File: src/rtl/core/i2a_pkg.sv
package i2a_pkg;

  localparam int VALUE_WIDTH_DEF = 64;
  localparam int STACK_DEPTH     = 64;
  localparam int DIGIT_W         = 4;
  localparam int RADIX_W         = 5;
  localparam int COUNT_W         = 7;

  localparam logic [1:0] OP_SIGNED  = 2'd0;
  localparam logic [1:0] OP_RADIX   = 2'd1;
  localparam logic [1:0] OP_POINTER = 2'd2;

  localparam logic [1:0] REG_RADIX = 2'd0;
  localparam logic [1:0] REG_UPPER = 2'd1;

  localparam logic [RADIX_W-1:0] RADIX_MIN = 5'd2;
  localparam logic [RADIX_W-1:0] RADIX_DEC = 5'd10;
  localparam logic [RADIX_W-1:0] RADIX_HEX = 5'd16;

  localparam logic [7:0] CH_ZERO  = "0";
  localparam logic [7:0] CH_LOWER = "a";
  localparam logic [7:0] CH_UPPER = "A";

  typedef struct packed {
    logic load;
    logic restart;
  } div_ctrl_t;

  typedef struct packed {
    logic done;
    logic running;
  } div_stat_t;

endpackage

File: src/rtl/core/i2a_divider.sv
module i2a_divider import i2a_pkg::*; #(
  parameter int DIV_WIDTH = VALUE_WIDTH_DEF
) (
  input  logic                 clk,
  input  logic                 rst,
  input  div_ctrl_t            ctrl,
  input  logic [DIV_WIDTH-1:0] load_value,
  input  logic [RADIX_W-1:0]   divisor,
  output div_stat_t            stat,
  output logic [DIV_WIDTH-1:0] quotient,
  output logic [DIGIT_W-1:0]   remainder
);

  localparam int NIB = DIV_WIDTH / DIGIT_W;
  localparam int CW  = (NIB > 1) ? $clog2(NIB) : 1;

  logic [DIV_WIDTH-1:0] dreg;
  logic [DIGIT_W-1:0]   rem;
  logic [CW-1:0]        cnt;
  logic                 running;
  logic                 done;
  logic [DIGIT_W-1:0]   qnib;
  logic [DIGIT_W-1:0]   rem_next;

  // one radix step per dividend bit, four bits a cycle from the top
  always_comb begin
    logic [DIGIT_W:0] part;
    logic [DIGIT_W-1:0] r;
    r = rem;
    part = '0;
    qnib = '0;
    for (int i = DIGIT_W - 1; i >= 0; i--) begin
      part = {r, dreg[DIV_WIDTH-DIGIT_W+i]};
      if (part >= divisor) begin
        part = part - divisor;
        qnib[i] = 1'b1;
      end
      r = part[DIGIT_W-1:0];
    end
    rem_next = r;
  end

  always_ff @(posedge clk) begin
    if (rst) begin
      running <= 1'b0;
      done    <= 1'b0;
      cnt     <= '0;
    end else begin
      done <= 1'b0;
      if (ctrl.load) begin
        dreg    <= load_value;
        rem     <= '0;
        cnt     <= '0;
        running <= 1'b1;
      end else if (ctrl.restart) begin
        rem     <= '0;
        cnt     <= '0;
        running <= 1'b1;
      end else if (running) begin
        dreg <= {dreg[DIV_WIDTH-DIGIT_W-1:0], qnib};
        rem  <= rem_next;
        cnt  <= cnt + 1'b1;
        if (cnt == CW'(NIB - 1)) begin
          running <= 1'b0;
          done    <= 1'b1;
        end
      end
    end
  end

  assign stat.done    = done;
  assign stat.running = running;
  assign quotient     = dreg;
  assign remainder    = rem;

endmodule

File: src/rtl/core/i2a_stack.sv
module i2a_stack import i2a_pkg::*; #(
  parameter int DEPTH = STACK_DEPTH
) (
  input  logic                     clk,
  input  logic                     we,
  input  logic [$clog2(DEPTH)-1:0] waddr,
  input  logic [DIGIT_W-1:0]       wdata,
  input  logic                     re,
  input  logic [$clog2(DEPTH)-1:0] raddr,
  output logic [DIGIT_W-1:0]       rdata
);

  logic [DIGIT_W-1:0] mem [DEPTH];

  always_ff @(posedge clk) begin
    if (we) begin
      mem[waddr] <= wdata;
    end
    if (re) begin
      rdata <= mem[raddr];
    end
  end

endmodule

File: src/rtl/core/integer_to_ascii_radix.sv
// channel  | signals                                   | transfer
// ---------+-------------------------------------------+------------------------------
// command  | start, busy, operation, value             | edge with start && !busy
// result   | strobe, character, last, char_count       | every edge with strobe high
// config   | cfg_we, cfg_addr, cfg_wdata               | every edge with cfg_we high
//
// digits come from a serial divider that retires four dividend bits a cycle,
// one division per digit; a "-" or "0x" prefix goes out while the first
// division runs; digits are popped from the stack one per cycle; rst is
// synchronous and clears control state only; the receiver cannot stall,
// results just go out
module integer_to_ascii_radix import i2a_pkg::*; #(
  parameter int VALUE_WIDTH = VALUE_WIDTH_DEF
) (
  input  logic               clk,
  input  logic               rst,
  input  logic               start,
  output logic               busy,
  input  logic [1:0]         operation,
  input  logic [63:0]        value,
  output logic               strobe,
  output logic [7:0]         character,
  output logic               last,
  output logic [COUNT_W-1:0] char_count,
  input  logic               cfg_we,
  input  logic [1:0]         cfg_addr,
  input  logic [RADIX_W-1:0] cfg_wdata
);

  localparam int NIB = (VALUE_WIDTH + DIGIT_W - 1) / DIGIT_W;
  localparam int PW  = NIB * DIGIT_W;
  localparam int AW  = $clog2(STACK_DEPTH);

  typedef enum logic [1:0] {S_IDLE, S_PREFIX, S_DIV, S_POP} state_t;
  typedef enum logic [1:0] {PK_MINUS, PK_NIL, PK_HEX} pfx_t;

  state_t             state;
  pfx_t               pk;
  logic [2:0]         pidx;
  logic [COUNT_W-1:0] total;
  logic [COUNT_W-1:0] cnt;
  logic [RADIX_W-1:0] rad_cur;
  logic               upper_cur;
  logic [RADIX_W-1:0] radix_reg;
  logic               upper_reg;
  logic               pend;
  logic               pend_last;

  div_ctrl_t          div_ctrl;
  div_stat_t          div_stat;
  logic [PW-1:0]      load_value;
  logic [PW-1:0]      quotient;
  logic [DIGIT_W-1:0] remainder;
  logic [DIGIT_W-1:0] rd_data;
  logic [COUNT_W-1:0] total_dec;

  logic [31:0]        mag;
  logic               ptr_zero;
  logic [RADIX_W-1:0] rad_clamp;
  logic               accept;
  logic               quot_zero;
  logic               div_stop;
  logic [7:0]         pfx_char;
  logic [2:0]         pfx_end;
  logic [7:0]         dig_char;

  assign busy      = (state != S_IDLE);
  assign accept    = start && !busy;
  assign mag       = value[31] ? (32'd0 - value[31:0]) : value[31:0];
  assign ptr_zero  = (value[VALUE_WIDTH-1:0] == '0);
  assign quot_zero = (quotient == '0);
  assign div_stop  = quot_zero || (total == COUNT_W'(STACK_DEPTH - 1));
  assign total_dec = total - 1'b1;

  always_comb begin
    if (radix_reg < RADIX_MIN) begin
      rad_clamp = RADIX_MIN;
    end else if (radix_reg > RADIX_HEX) begin
      rad_clamp = RADIX_HEX;
    end else begin
      rad_clamp = radix_reg;
    end
  end

  always_comb begin
    if (operation == OP_SIGNED) begin
      load_value = PW'(mag);
    end else begin
      load_value = PW'(value[VALUE_WIDTH-1:0]);
    end
  end

  assign div_ctrl.load = accept && ((operation == OP_SIGNED) || (operation == OP_RADIX) ||
                                    ((operation == OP_POINTER) && !ptr_zero));
  assign div_ctrl.restart = (state == S_DIV) && div_stat.done && !div_stop;

  always_comb begin
    pfx_char = "-";
    pfx_end  = 3'd0;
    unique case (pk)
      PK_MINUS: begin
        pfx_char = "-";
        pfx_end  = 3'd0;
      end
      PK_NIL: begin
        pfx_end = 3'd4;
        unique case (pidx)
          3'd0:    pfx_char = "(";
          3'd1:    pfx_char = "n";
          3'd2:    pfx_char = "i";
          3'd3:    pfx_char = "l";
          default: pfx_char = ")";
        endcase
      end
      PK_HEX: begin
        pfx_end  = 3'd1;
        pfx_char = (pidx == 3'd0) ? "0" : "x";
      end
      default: begin
        pfx_char = "-";
        pfx_end  = 3'd0;
      end
    endcase
  end

  always_comb begin
    if (rd_data < 4'd10) begin
      dig_char = CH_ZERO + 8'(rd_data);
    end else begin
      dig_char = (upper_cur ? CH_UPPER : CH_LOWER) + 8'(rd_data - 4'd10);
    end
  end

  i2a_divider #(
    .DIV_WIDTH(PW)
  ) u_divider (
    .clk       (clk),
    .rst       (rst),
    .ctrl      (div_ctrl),
    .load_value(load_value),
    .divisor   (rad_cur),
    .stat      (div_stat),
    .quotient  (quotient),
    .remainder (remainder)
  );

  i2a_stack #(
    .DEPTH(STACK_DEPTH)
  ) u_stack (
    .clk  (clk),
    .we   ((state == S_DIV) && div_stat.done),
    .waddr(total[AW-1:0]),
    .wdata(remainder),
    .re   ((state == S_POP) && (total != '0)),
    .raddr(total_dec[AW-1:0]),
    .rdata(rd_data)
  );

  always_ff @(posedge clk) begin
    if (rst) begin
      state     <= S_IDLE;
      strobe    <= 1'b0;
      radix_reg <= RADIX_HEX;
      upper_reg <= 1'b0;
      pend      <= 1'b0;
      cnt       <= '0;
      total     <= '0;
    end else begin
      strobe <= 1'b0;
      if (cfg_we) begin
        unique case (cfg_addr)
          REG_RADIX: radix_reg <= cfg_wdata;
          REG_UPPER: upper_reg <= cfg_wdata[0];
          default:   ;
        endcase
      end
      unique case (state)
        S_IDLE: begin
          if (start) begin
            cnt   <= '0;
            total <= '0;
            pend  <= 1'b0;
            pidx  <= '0;
            unique case (operation)
              OP_SIGNED: begin
                rad_cur   <= RADIX_DEC;
                upper_cur <= 1'b0;
                pk        <= PK_MINUS;
                state     <= value[31] ? S_PREFIX : S_DIV;
              end
              OP_RADIX: begin
                rad_cur   <= rad_clamp;
                upper_cur <= upper_reg;
                state     <= S_DIV;
              end
              OP_POINTER: begin
                rad_cur   <= RADIX_HEX;
                upper_cur <= 1'b0;
                pk        <= ptr_zero ? PK_NIL : PK_HEX;
                state     <= S_PREFIX;
              end
              default: ;
            endcase
          end
        end
        S_PREFIX: begin
          strobe     <= 1'b1;
          character  <= pfx_char;
          last       <= (pk == PK_NIL) && (pidx == pfx_end);
          char_count <= cnt + 1'b1;
          cnt        <= cnt + 1'b1;
          pidx       <= pidx + 1'b1;
          if (pidx == pfx_end) begin
            state <= (pk == PK_NIL) ? S_IDLE : S_DIV;
          end
        end
        S_DIV: begin
          if (div_stat.done) begin
            total <= total + 1'b1;
            if (div_stop) begin
              state <= S_POP;
            end
          end
        end
        S_POP: begin
          // read issued here; the digit passes the stack's rdata register and then the character register
          if (total != '0) begin
            total     <= total_dec;
            pend      <= 1'b1;
            pend_last <= (total == COUNT_W'(1));
          end else begin
            pend <= 1'b0;
          end
          if (pend) begin
            strobe     <= 1'b1;
            character  <= dig_char;
            last       <= pend_last;
            char_count <= cnt + 1'b1;
            cnt        <= cnt + 1'b1;
            if (pend_last) begin
              state <= S_IDLE;
            end
          end
        end
        default: state <= S_IDLE;
      endcase
    end
  end

endmodule
File: config.mk
export PLATFORM = sky130hd
export DESIGN_NAME = integer_to_ascii_radix
export DESIGN_NICKNAME = d
export VERILOG_FILES = /design/src/rtl/core/i2a_pkg.sv /design/src/rtl/core/i2a_divider.sv /design/src/rtl/core/i2a_stack.sv /design/src/rtl/core/integer_to_ascii_radix.sv
export SDC_FILE = /design/constraint.sdc
export NUM_CORES = 1
export LEC_CHECK = 0
export BUFFER_PORTS_ARGS = -buffer_cell sky130_fd_sc_hd__buf_2
export CAP_MARGIN = 10
export CORE_MARGIN = 2
export CORE_UTILIZATION = 58
export DETAILED_ROUTE_END_ITERATION = 10
export GPL_ROUTABILITY_DRIVEN = 1
export HOLD_SLACK_MARGIN = 0.06
export PLACE_DENSITY = 0.76
export SLEW_MARGIN = 40
export SYNTH_ARGS = -nofsm -noshare
export SYNTH_HDL_FRONTEND = slang
export SYNTH_SLANG_ARGS = --single-unit
File: constraint.sdc
create_clock -name clk -period 11.15 [get_ports clk]
set_clock_uncertainty 0.15 [all_clocks]
set_input_delay 0.5575 -clock clk [delete_from_list [all_inputs] [get_ports clk]]
set_output_delay 0.5575 -clock clk [all_outputs]
set_load 0.03 [all_outputs]
# --- After elaboration in Yosys (flattened, before gate mapping) ---
# Memories as Yosys holds them, arrays and structs flattened. A register that Yosys moved wholly into a read port is not among the register bits.
# Index checks and enable logic that the tools add are counted.
op_classes:
  n_bitwise: 2
  muxes: 61
  reduce_logical: 49
  eq_ne: 24
  order_cmp: 7
  addsub: 13
ops:
  columns: ["cell", "count"]
  rows:
  - ["$mux 64", 4]
  - ["$logic_not 64->1", 2]
  - ["$pmux 7 s3", 2]
  - ["$mux 7", 5]
  - ["$mux 32", 1]
  - ["$sub 1x32->32 const A", 1]
  - ["$pmux 7 s2", 2]
  - ["$pmux 7 s4", 1]
  - ["$ge 5x5->1", 4]
  - ["$mux 4", 5]
  - ["$mux 2", 9]
  - ["$mux 8", 2]
  - ["$pmux 8 s2", 1]
  - ["$reduce_and 4->1", 4]
  - ["$sub 4x4->4", 4]
  - ["$mux 1", 15]
  - ["$pmux 5 s3", 1]
  - ["$reduce_and 3->1", 5]
  - ["$add 7x1->7 const B", 2]
  - ["$reduce_bool 2->1", 7]
  - ["$pmux 3 s2", 2]
  - ["$reduce_bool 3->1", 4]
  - ["$mux 5", 2]
  - ["$ne 2x2->1 const B", 5]
  - ["other kinds (37)", 66]
totals:
  word_cells: 177
  memories: 1
  output_inout_bits: 18
  register_bits: 126
  mem_bits_rw: 256
memory_table:
  columns: ["memory", "words", "width", "read_ports", "rd_ports_with_merged_regs", "wr", "line", "rtl"]
  rows:
  - ["u_stack.mem", 64, 4, 1, 1, 1, "i2a_stack.sv:13", "logic [DIGIT_W-1:0] mem [DEPTH];"]

# --- Depth between registers and ports, before layout ---
# Gate-level depths: netlist (run 1).
depth:
  depth_word: 11
  mapped_depth: 27
  mapped_depth_nobuf: 27

# --- Cells and area by module ---
# A second synthesis (run 1) with hierarchy kept.
unflattened:
  hier_cells: 1316
  hier_area_um2: 18516.5
modules_own_cells:
  columns: ["module", "area_per_inst_um2", "instances", "cells_per_inst"]
  rows:
  - ["i2a_stack", 10381.2, 1, 531]
  - ["integer_to_ascii_radix", 4190.3, 1, 506]
  - ["i2a_divider", 3945.0, 1, 279]

# --- Least setup slack after synthesis (run 1) ---
# Ideal clock, no wire load.
synth_timing:
  kind: "register to register"
  start: "reg u_divider.rem[0] (netlist: u_divider.remainder[0])"
  end: "reg u_divider.rem[3] (netlist: u_divider.remainder[3]), data pin"
  n_path_buf: 0
  stages_incl_launch_ff: 24
  setup_time_ns: 0.272
  t_arrival_ns: 6.175
  setup_slack_ns: 4.552
  required_time_ns: 10.728
  path_cell_list: "edfxtp_1 > ha_1 > a211oi_1 > o21bai_1 > a21oi_1 > mux2i_1 > inv_1 > ha_1 > a21o_1 > a31oi_1 > o21a_1 > mux2_2 > inv_1 > ha_1 > nand2_1 > o21ai_0 > a31oi_1 > mux2i_1 > ha_1 > a211oi_1 > o31ai_1 > inv_1 > nor2_1 > a211oi_1"
synth_between:
  elab_chain_cells: 9
  word_cells_on_any_way: 13
synth_rtl:
  columns: ["element", "line", "rtl"]
  rows:
  - ["start, declared", "i2a_divider.sv:18", "logic [DIGIT_W-1:0] rem;"]
  - ["start signal, assigned", "i2a_divider.sv:61", "rem <= rem_next;"]
  - ["$sub 4x4->4 or $ge 5x5->1 (tied branches)", "i2a_divider.sv:35, i2a_divider.sv:34", null]
  - ["$mux 4 (*)", "i2a_divider.sv:34", "if (part >= divisor) begin"]
  - ["$sub 4x4->4 or $ge 5x5->1 (tied branches)", "i2a_divider.sv:35, i2a_divider.sv:34", null]
  - ["$mux 4 (*)", "i2a_divider.sv:34", null]
  - ["$ge 5x5->1 or $sub 4x4->4 (tied branches)", "i2a_divider.sv:34, i2a_divider.sv:35", null]
  - ["$mux 4 (*)", "i2a_divider.sv:34", null]
  - ["$sub 4x4->4 or $ge 5x5->1 (tied branches)", "i2a_divider.sv:35, i2a_divider.sv:34", null]
  - ["$mux 4 (*)", "i2a_divider.sv:34", null]
  - ["$mux 4 (*)", "i2a_divider.sv:59", "end else if (running) begin"]
# Every way passes the cells marked *; elsewhere a longest branch is shown, timed or not. The select of a mux whose other input is x is not followed.
# A chain may end at the register's enable or synchronous reset.

# --- Worst setup path after layout (run 1) ---
# Ends and elaborated chain as after synthesis.

==> reports/summary.md, run 1 <==
Dividing total power by cell area gives a power density of 197 nW/um2. The actual slew at the worst max-slew pin was 0.891 ns. For the register area share after synthesis, the log shows 0.616. STA classifies the critical path startpoint as a flop.

The post-route standard cell area excluding fillers is 20400 um2, and the number of buffers inserted by hold repair at cts is 0. The H-tree was split into 2 levels. The overall routing resource usage is 0.238, and the net total in the final layout is 1562. The flow ran to the end, and the final reports show no timing, DRC or antenna violations. The area added between synthesis and finish is 11.3%. The final-layout setup total negative slack is 0 ns.

The launching point of the worst reg2reg path was u_divider.remainder[0]$_SDFFCE_PP0P_. For this block, the initial DRC count from the detailed router was 1148. Synthesis instantiated 69 different standard cells from the library. The number of slew-limit violations in the final report was 0. The critical path contains buffers and inverters numbering 3 combined. The register with the most flip-flops in the layout has 256 of them. Weighted congestion at the end of routability-driven global placement: 0.841.

The synthesized net count was 1480. The tools report the final antenna-violating net count as 0. Clock tree synthesis inserted a total of 40 buffers.

In the routed design, unresolved DRC markers number 0. Setup repair after global routing left no endpoint under its margin. The die covers 33100 um2.

The arrival time reported for the critical path endpoint is 7.30 ns, and the vias after detailed routing is 11578. The finished layout holds 1866 standard cells, fillers aside. The sink count of the clock tree came out at 386.

The cell sitting at the root of the clock tree is a clkbuf_16. The fraction of registers with async set/reset is 0. The worst vdd rail ir drop is 182 uV.

In this design, the stage delay of the slowest critical-path cell is 0.69 ns. In this run the critical register-to-register path is captured at u_divider.remainder[3]$_SDFFCE_PP0P_. The highest clock rate was 139 MHz; the die extent in y was 182 um.

More flip-flops sit in one register than any other, and that register is u_stack.mem. edfxtp_1 takes more of the synthesized area than any other cell. The number of enable-type register cells in the synthesized netlist was 356.

The critical path is of the flop to flop type. Port buffering added 94 buffers. For the worst setup path, the data required time is 11.25 ns. The tools report the quantity of gates resized following cts as 0. Setup slack on the worst reg-to-reg path comes out at 3.95 ns.

No sink is reached through more buffers than the 3 on the longest clock path. The CTS clock-pin slew for the worst setup and hold paths was 0.06 ns. Once the clock tree was built, the setup fixing pass inserted 0 buffers.

In this run the static leakage power is 6.91 nW. For the via count of the first global-routing pass, the log shows 11323. STA classifies the critical path endpoint as a flop. The worst setup slack before clock tree synthesis was 3.89 ns; the number of fill cells in the layout was 2218. The most used flip-flop cell after synthesis is edfxtp_1.

Dividing the detail-routed wire length by the instance count gives 20.9 um. The final cycle utilization of the critical path was 0.646; the clock latency on the worst-skew pair was 0.53 ns. Setup violations remaining at the end of the flow were counted as 0.

The antenna diode count was 0; the detailed-router iteration count before antenna repair was 5. The tools report the routed wire length as 39000 um. Measured along the x axis, the die boundary spans 182 um.

The logs give 0 for the total overflow reported by the global router and 0 for the number of max-cap violations. The via-per-instance ratio is 6.20, and the number of storage elements in the synthesis netlist is 386. The pin count of the biggest net entering global routing came out at 68. The kind of cell with the highest combined delay along the critical path is compound AO/OA/AOI/OAI gates. The top-level I/O count is 95.

The post-layout minimum cycle time is 7.20 ns. The run gives 0.586 as the starting utilization of the core area. TritonCTS built the clock tree.

The cell with the largest stage delay on the worst path is o31ai_1. The startpoint of the lowest-slack hold path is cfg_wdata[4]. Once placement completed, the tool counted placed cells totaling 1795. Depth of the worst register-to-register path: 24.

The tightest min-delay check is of the primary input to flop type. The tools report the final count of hold timing violations as 0. The share of final-layout standard cells stronger than drive strength 1 is 0.186, and the detailed placement HPWL is 25500 um. Along the worst path, the maximum fanout reaches 67.

Walking the worst path, the cells encountered are buf_4 > ha_1 > a211oi_1 > o21bai_1 > a21oi_1 > mux2i_1 > inv_1 > ha_1 > a21o_1 > a31oi_1 > o21ai_1 > nand2_1 > a21boi_0 > ha_1 > a21oi_1 > o21ai_0 > a31oi_2 > mux2i_1 > ha_1 > a211oi_1 > o31ai_1 > inv_1 > nor2_1 > a211oi_1. In the post-route analysis, the smallest setup slack over all paths is 3.95 ns. Counting stages on the worst path, the most repeated cell is ha_1. The logs give 31300 um2 for the placeable core region and 0.401 for the tightest slew margin relative to the limit. The yosys synthesis warning count was 0. The run gives 19200 um2 as the post-detailed-placement cell area.

Sorting the synthesized cells by area gives the leading types as edfxtp_1 58%, mux4_2 7.9%, o21ai_0 3.5%. In this run the cell area of the synthesized design comes to 18300 um2. The global-route wire length before repair was 61600 um. Synthesis handed over a netlist of 1353 instances. The tools report the floorplan row count as 65. The instance count along the most critical hold path was 2; the initial antenna violation count was 0. A synthesized cell averages 13.6 um2. The proportion of netlist area held by the largest area contributor was 0.583. The destination of the worst hold path is radix_reg[4]$_SDFFE_PP1P_.
==> kinds of logic after synthesis <==
family	Yosys count	synth area share
compound gates	266	0.0844
xor+xnor	58	0.0277
fa+ha+maj	50	0.0358
buf+inv	119	0.0267
flops	386	0.616
mux	119	0.111
simple gates	355	0.0989
==> how the worst max path moves through the flow <==
stage	startpoint	end	depth (start not counted)
3_3_place_gp	u_divider.remainder[0]$_SDFFCE_PP0P_	u_divider.remainder[3]$_SDFFCE_PP0P_	24
3_5_place_dp	u_divider.remainder[0]$_SDFFCE_PP0P_	u_divider.remainder[3]$_SDFFCE_PP0P_	24
5_1_grt	u_divider.remainder[0]$_SDFFCE_PP0P_	u_divider.remainder[3]$_SDFFCE_PP0P_	24
6_report	u_divider.remainder[0]$_SDFFCE_PP0P_	u_divider.remainder[3]$_SDFFCE_PP0P_	24
4_1_cts	u_divider.remainder[0]$_SDFFCE_PP0P_	u_divider.remainder[3]$_SDFFCE_PP0P_	24
2_1_floorplan	u_divider.remainder[0]$_SDFFCE_PP0P_	u_divider.remainder[3]$_SDFFCE_PP0P_	23
==> cell usage after synthesis (8+ instances only) <==
cell and instances:
nand3_1 21, mux2i_1 39, clkbuf_1 53, ha_1 46, a211oi_1 31, nor2b_1 20, nand2b_1 37, dfxtp_1 30
inv_1 47, xor2_1 18, nor4_1 26, a31oi_1 8, edfxtp_1 356, nand4_1 8, a21oi_1 54, nand2_1 49
nor3_1 25, mux2_2 11, nor2_1 123, xnor2_1 40, mux4_2 64, o21ai_0 130
==> cells in the final DEF (no fill, tap or decap), drive strengths merged, types with 7 or more instances in the layout <==
| cell | synthesis | final |
|---|---|---|
| a31oi | 8 | 8 |
| inv | 47 | 49 |
| edfxtp | 356 | 356 |
| o21ai | 133 | 133 |
| buf | 16 | 111 |
| mux2i | 39 | 39 |
| nor3 | 26 | 26 |
| dfxtp | 30 | 30 |
| nor4 | 28 | 28 |
| a21o | 7 | 7 |
| nor2 | 123 | 123 |
| clkbuf | 55 | 47 |
| xor2 | 18 | 18 |
| xnor2 | 40 | 40 |
| mux4 | 64 | 64 |
| clkinv | 1 | 21 |
| nor2b | 20 | 20 |
| ha | 46 | 46 |
| a21oi | 54 | 54 |
| nand2b | 37 | 37 |
| nand4 | 8 | 8 |
| o31ai | 7 | 7 |
| nand2 | 49 | 49 |
| mux2 | 16 | 16 |
| nand3 | 22 | 22 |
| a211oi | 31 | 31 |
| or3 | 7 | 7 |
==> final cells by class <==
| cell class | count | area [um2] | area share |
|---|---|---|---|
| Multi-Input combinational cell | 848 | 6620 | 0.324 |
| Timing Repair Buffer | 111 | 606 | 0.0297 |
| Tap cell | 402 | 503 | 0.0246 |
| Clock buffer | 47 | 1050 | 0.0514 |
| Clock inverter | 24 | 165 | 0.00809 |
| Sequential cell | 386 | 11300 | 0.553 |
| Inverter | 48 | 180 | 0.00883 |
==> per-layer routing <==
layer / part of all wire / routed length (um) / track usage / vias up
met3: 0.071 / 2760 / 0.0297 / 58
met5: 0 / 0 / 0 / -
met4: 0.019 / 728 / 0.0598 / 0
met2: 0.48 / 18700 / 0.386 / 531
li1: - / - / - / 5326
met1: 0.43 / 16800 / 0.346 / 5663
==> power by group <==
part	internal [mW]	switching [mW]
Sequential	1.80	0.0269
Combinational	0.348	0.596
Clock	0.717	0.532
Total	2.87	1.16
==> metrics by stage <==
step	utilization	hold slack (ns)	power [mW]
after floorplan	-	0.305	2.53
after global placement	0.613	0.316	2.73
after detailed placement	0.613	0.330	2.78
after CTS	0.652	0.0743	4.02
after global routing	0.652	0.0761	4.21
final	0.652	0.0826	4.02
No activity file was read; power rests on OpenSTA's default activity.
==> run 2, diff against run 1 <==
==> constraint.sdc (replaced) <==
create_clock -name clk -period 6.85 [get_ports clk]
set_clock_uncertainty 0.15 [all_clocks]
set_input_delay 0.3425 -clock clk [delete_from_list [all_inputs] [get_ports clk]]
set_output_delay 0.3425 -clock clk [all_outputs]
set_load 0.03 [all_outputs]
==> reports/summary.md, run 2 (synthesis results as in run 1) <==
By instance count, the cell type seen most on the critical path is ha_1. The overall routing resource usage came out at 0.240. The run gives 3 as the largest buffer count on any clock path. Derived from the worst setup path, the maximum achievable clock frequency is 154 MHz. In this run the tool buffered the top-level ports with 94 buffer cells. From bottom edge to top edge, the die measures 182 um.

STA classifies the critical path endpoint as a flop. The tightest slew margin relative to the limit was 0.463. The switching power of the nets is 1.93 mW, and the floorplan row count is 65.

In the layout the commonest cells are 356 x edfxtp_1, 130 x o21ai_0, 122 x nor2_1. The post-layout utilization of the core was 0.667; the standby leakage power was 7.09 nW. In the routed design, unresolved DRC markers number 0.

The tools report the worst vdd rail ir drop as 234 uV. Leaving out fill and tap cells, the most frequent cell in the layout is edfxtp_1. For this run the aggregate overflow at the end of global routing stands at 0. At the end of the flow, the number of nets in the layout was 1598. The starting utilization of the core area was 0.586; the actual slew at the worst max-slew pin was 0.798 ns.

Clock latency on the worst-skew pair: 0.54 ns. The library cell used as clock root buffer is clkbuf_16. The pin count of the biggest net entering global routing is 67, and the count of final setup violators is 0. TritonCTS built the clock tree. For the top-level I/O count, the log shows 95. The kind of cell adding the most delay to the critical path is compound AO/OA/AOI/OAI gates.

The initial antenna violation count came out at 0. Data on the critical path arrives at its endpoint at 6.70 ns. For the power share of the combinational group, the log shows 0.240. The first global-routing pass estimated 61800 um of wire. The count of nets left with antenna violations once routing finished came out at 0.

Wires add up to 39800 um. The largest individual stage delay along the critical path comes from the cell edfxtp_1. The CTS clock-pin slew for the worst setup and hold paths is 0.06 ns. The via-per-instance ratio was 6.18. The maximum net fanout on the critical path was 9.

The worst min-delay path category is primary input to flop. Buffers inserted during clock tree synthesis total 41. The logs give 0.442 for the sequential cell fraction of total power and 1052 for the detailed router's first-iteration violation count. The number of slew-limit violations in the final report came out at 0. In this run the register-to-register setup slack is 0.37 ns. The tools report the data required time at the worst endpoint as 7.07 ns. The congestion estimate from routability-driven global placement came to 0.855.

After layout, the design draws a total of 6.73 mW. The clock network fraction of total power is 0.318, and the number of buffers added for setup after CTS is 0. The run finished with clean final reports.

The antenna diode count was 0. The horizontal die dimension came out at 182 um. The register with the most flip-flops in the layout has 256 of them. The placeable core region is 31300 um2. Type of the worst setup path: flop to flop. The biggest cell delay along the critical path works out to 0.45 ns.

The post-layout minimum cycle time came out at 6.48 ns. The register with the most flip-flops in the final layout is u_stack.mem. The mean routed wirelength per cell is 20.9 um, and the final count of hold timing violations is 0. The via count of the first global-routing pass is 11344. Max-cap violations in this run came to 0. The vias after detailed routing is 11746, and the detailed-router iteration count before antenna repair is 5. The tools report the sink count of the clock tree as 386. The critical path contains buffers and inverters numbering 4 combined.

The final cycle utilization of the critical path works out to 0.946. In this run the power density over the cells is 322 nW/um2. The floorplan step defined a die boundary enclosing 33100 um2. Count of H-tree levels built during CTS: 2. The worst setup path is launched from a flop. The wire-length estimate of the detail-placed layout is 25900 um.

The area added between synthesis and finish came out at 13.8%. The switching share of power is 0.287. The design internal power is 4.80 mW. The share of final-layout standard cells stronger than drive strength 1 came out at 0.185.
==> run 2: worst register-to-register path: cells and delay by family (launching register included) <==
family	cells	cell delay, ns
and+or+nand+nor	2	0.19
muxes	2	0.70
AOI/OAI and AO/OA	13	2.82
adders and majority gates	4	1.28
DFF	1	0.45
buffers and inverters	4	0.72
==> run 2: final timing paths <==
| path | startpoint | to | cells past startpoint |
|---|---|---|---|
| worst max register to register | rad_cur[1]$_DFFE_PP_ | u_divider.remainder[3]$_SDFFCE_PP0P_ | 25 |
| worst min-delay path | cfg_addr[1] | radix_reg[0]$_SDFFE_PP0P_ | 4 |
| worst max-delay path | rad_cur[1]$_DFFE_PP_ | u_divider.remainder[3]$_SDFFCE_PP0P_ | 25 |
| worst min register to register | cnt[6]$_SDFFE_PP0P_ | cnt[6]$_SDFFE_PP0P_ | 2 |
==> run 2: cell type report <==
class | count | area [um2]
Sequential cell | 386 | 11300
Fill cell | 2157 | 10400
Multi-Input combinational cell | 848 | 6640
Clock buffer | 46 | 1040
Timing Repair Buffer | 146 | 961
Tap cell | 402 | 503
Clock inverter | 25 | 245
Inverter | 48 | 180
==> run 2: through the flow <==
stage,TNS [ns],instance area [um2],setup slack [ns],hold slack [ns],instances
3_3_place_gp,0,19200,0.366,0.315,1796
4_1_cts,0,20900,0.0943,0.0605,1901
6_report,0,20900,0.370,0.0665,1901
5_1_grt,-0.0251,20900,-0.0251,0.0757,1901
2_1_floorplan,0,18300,0.252,0.305,1353
3_5_place_dp,0,19200,0.111,0.327,1798
==> run 2: what timing repair did <==
item	4_1_cts	5_1_grt
hold buffers	32	0
hold endpoints to repair	31	0
resized for setup	0	3
endpoints found under the setup margin	0	5
==> run 2: layer usage <==
| metal | wire [um] | vias up | global-route usage |
|---|---|---|---|
| met3 | 2660 | 78 | 0.0361 |
| met5 | 0 | - | 0 |
| met1 | 16500 | 5795 | 0.332 |
| met2 | 19500 | 480 | 0.400 |
| li1 | - | 5393 | - |
| met4 | 1020 | 0 | 0.0676 |
==> run 2: power by group through the flow <==
stage                     clock [mW]  sequential (mW)  combinational (mW)
after global placement             0             3.02                1.45
after CTS                       2.17             2.97                1.55
after detailed placement           0             3.02                1.53
after global routing            2.26             2.98                1.79
after floorplan                    0             3.14               0.984
final                           2.14             2.98                1.62
==> run 3, diff against run 2 <==
--- a/config.mk
+++ b/config.mk
@@ -5,6 +5,7 @@
 export SDC_FILE = /design/constraint.sdc
 export NUM_CORES = 1
 export LEC_CHECK = 0
+export ABC_AREA = 1
 export BUFFER_PORTS_ARGS = -buffer_cell sky130_fd_sc_hd__buf_2
 export CAP_MARGIN = 10
 export CORE_MARGIN = 2
==> reports/summary.md, run 3 <==
The internal portion of the total power is 5.38 mW. For this design the top-level I/O count stands at 95. Setup repair after global routing left no endpoint under its margin. The floorplan row count was 65; the floorplan die area was 33900 um2.

The run gives 6.16 ns as the arrival time reported for the critical path endpoint. The flow ran to the end, and the final reports show no timing, DRC or antenna violations. After synthesis the netlist holds a flip-flop and latch count of 386. Setup total negative slack on the finished layout was measured at 0 ns. Summed over all instances, the cell type with the most area after synthesis is edfxtp_1.

After technology mapping, the gate count stands at 1903. The quantity of gates resized following cts is 0. The layout has 2488 filler cells.

The worst setup slack before clock tree synthesis is 0.833 ns. The detailed router finished its first iteration with 1556 violations. Via-per-instance ratio: 5.72.

The repair_antennas step left the layout with diodes totalling 0. For the worst-skew pair, the clock arrives at the later sink with an insertion delay of 0.54 ns. The logs give 2126 for the net total in the final layout and 0 for the initial antenna violation count. The detailed placement HPWL is 28300 um, and the via count of the first global-routing pass is 13752.

The run gives 0.374 as the sequential cell fraction of total power. The switching power of the nets is 3.13 mW. The number of distinct standard cells referenced by the synthesized netlist is 47, and the switching share of power is 0.368.

The number of max-cap violations was 0; the mean routed wirelength per cell was 17.8 um. After synthesis the cells add up to 18800 um2. The yosys synthesis warning count is 0. The predominant post-synthesis flop cell is edfxtp_1. The power share of the combinational group is 0.366, and the data required time at the worst endpoint is 6.99 ns.

The tools report the tightest slew margin relative to the limit as 0.433. Leaving out fill and tap cells, the most frequent cell in the layout is nor2_1. The biggest cell delay along the critical path came out at 0.45 ns.

The longest clock path from root to sink contains 3 buffers. u_stack.mem holds more flip-flops than any other register. The routed wire length is 43800 um, and the number of enable-type register cells in the synthesized netlist is 356. The register area share after synthesis is 0.600, and the die extent in y is 184 um.

The worst path in the final design needs a cycle of 6.02 ns, including I/O delays and setup. Clock-pin slew was measured on the worst setup and hold paths at 0.06 ns. After synthesis, the mean cell area works out to 9.89 um2. The horizontal die dimension came out at 184 um. By area the synthesized netlist is led by edfxtp_1 57%, nor2_1 8.3%, nand2_1 6.0%. The post-layout utilization of the core is 0.667, and the maximum net fanout on the critical path is 8. The global-route wire length before repair was 70000 um; the worst vdd rail ir drop was 345 uV. For the standby leakage power, the log shows 7.86 nW. The logs give 14120 for the vias after detailed routing and 0.592 for the starting utilization of the core area. The count of H-tree levels built during CTS was 2; the count of final setup violators was 0. The startpoint of the lowest-slack hold path was value[41]. The run gives 0 as the number of slew-limit violations in the final report.

By count the netlist is led by 416 x nor2_1, 356 x edfxtp_1, 302 x nand2_1. The final cycle utilization of the critical path is 0.879, and the sink count of the clock tree is 386. Critical path startpoint category: a flop.

Fraction of registers with async set/reset: 0. nor2_1 is the most common cell in the netlist. By startpoint and endpoint, the worst setup path is classified as flop to flop. CTS buffer count: 41.

TritonCTS built the clock tree. The tools report the library cell used as clock root buffer as clkbuf_16. The area added between synthesis and finish came out at 12.7%.

Share of final-layout standard cells stronger than drive strength 1: 0.103. The detailed-router iteration count before antenna repair is 5. The largest individual stage delay along the critical path comes from the cell edfxtp_1. Tracing the worst setup path back leads to its startpoint at rad_cur[1]$_DFFE_PP_. In this run the critical register-to-register path is launched from rad_cur[1]$_DFFE_PP_. Among the stages of the critical path, the cell type that occurs most often is nand2_1.

The proportion of netlist area held by the largest area contributor is 0.568. STA classifies the critical path endpoint as a flop. The core region is 31800 um2. The logs give 0.829 ns for the final setup slack of the worst path and 0 for the total overflow reported by the global router.

The actual slew at the worst max-slew pin came out at 0.848 ns. In the routed design, unresolved DRC markers number 0. Overall routing resource usage: 0.264. The library cells used most frequently in the layout, excluding fill and tap cells, are 416 x nor2_1, 356 x edfxtp_1, 302 x nand2_1. Entering global routing, the biggest net connects 108 pins. The clock network fraction of total power was 0.260. The synthesized net count is 2030, and the number of flip-flops under the largest register name is 256. In this run the worst hold path is classified as primary input to flop. Input and output buffers added on the ports amount to 94. Once detail routing completed, the nets flagged for antenna violations numbered 0.

Based on the critical path, the design can be clocked at up to 166 MHz. At the end of routability-driven placement, the weighted congestion stood at 0.931. The areal power density over the cells works out to 401 nW/um2.

For the final count of hold timing violations, the log shows 0.
## run 3: cell count changes after synthesis, moves of 50 or more
cell,delta
nor2_1,+293
nand3_1,+72
nand2_1,+253
o21ai_0,+80
o211ai_1,+65
inv_1,+50
mux4_2,-64
## run 3: kinds of logic (layout without fill, tap and decap cells)
kind of cell | count (synthesis) | in the layout | share of synthesized area
buffers and inverters | 185 | 314 | 0.0422
AOI/OAI and AO/OA | 358 | 358 | 0.106
and+or+nand+nor | 876 | 876 | 0.192
muxes | 1 | 1 | 0.000532
xor gates and xnor gates | 47 | 47 | 0.0243
adders and majority gates | 50 | 50 | 0.0348
DFF | 386 | 386 | 0.600
## run 3: area by class of cell
class | count | area (um2) | area share
sequential | 386 | 11300 | 0.532
multi-input combinational | 1332 | 6770 | 0.319
clock buffer | 50 | 1100 | 0.0519
timing repair buffer | 134 | 858 | 0.0404
tap | 435 | 544 | 0.0256
inverter | 104 | 394 | 0.0186
clock inverter | 26 | 260 | 0.0123
## run 3: routing by layer
metal / vias up / part of all wire / global-route usage
met4: 0 / 0.037 / 0.107
met3: 113 / 0.072 / 0.0407
met2: 565 / 0.47 / 0.433
met5: - / 0 / 0
li1: 6800 / - / -
met1: 6642 / 0.42 / 0.356
## run 3: final timing paths
kind / to / slack (ns) / cells past startpoint
max: u_divider.remainder[3]$_SDFFCE_PP0P_ / 0.83 / 32
min reg2reg: cnt[5]$_SDFFE_PP0P_ / 0.32 / 2
min: u_divider.quotient[41]$_DFFE_PP_ / 0.07 / 3
max reg2reg: u_divider.remainder[3]$_SDFFCE_PP0P_ / 0.83 / 32
## run 3: what timing repair did
item | CTS | global route
endpoints found under the hold margin | 33 | 0
buffers inserted | 0 | 0
hold buffers | 29 | 0
## run 3: per-stage QoR
step | area [um2] | std cells | hold slack [ns] | power [mW]
2_1_floorplan | 18800 | 1903 | 0.295 | 5.50
3_3_place_gp | 19600 | 2362 | 0.305 | 6.23
3_5_place_dp | 19600 | 2362 | 0.316 | 6.32
4_1_cts | 21200 | 2467 | 0.0604 | 8.54
5_1_grt | 21200 | 2467 | 0.0774 | 9.08
6_report | 21200 | 2467 | 0.0722 | 8.51
## run 3: power groups by stage
stage / registers (mW) / clock network, mW / logic (mW)
CTS: 3.18 / 2.24 / 3.11
finish: 3.19 / 2.21 / 3.11
floorplan: 3.33 / 0 / 2.17
global placement: 3.23 / 0 / 3.01
global route: 3.20 / 2.34 / 3.54
detailed placement: 3.23 / 0 / 3.08
## run 3: critical path, delay by kind of cell (launching register included)
| family | cells | cell delay [ns] |
|---|---|---|
| buffers and inverters | 4 | 0.56 |
| AND/OR/NAND/NOR | 20 | 2.41 |
| flip-flops | 1 | 0.45 |
| adder cells (fa/ha/maj) | 4 | 1.28 |
| AO/OA/AOI/OAI | 4 | 0.95 |
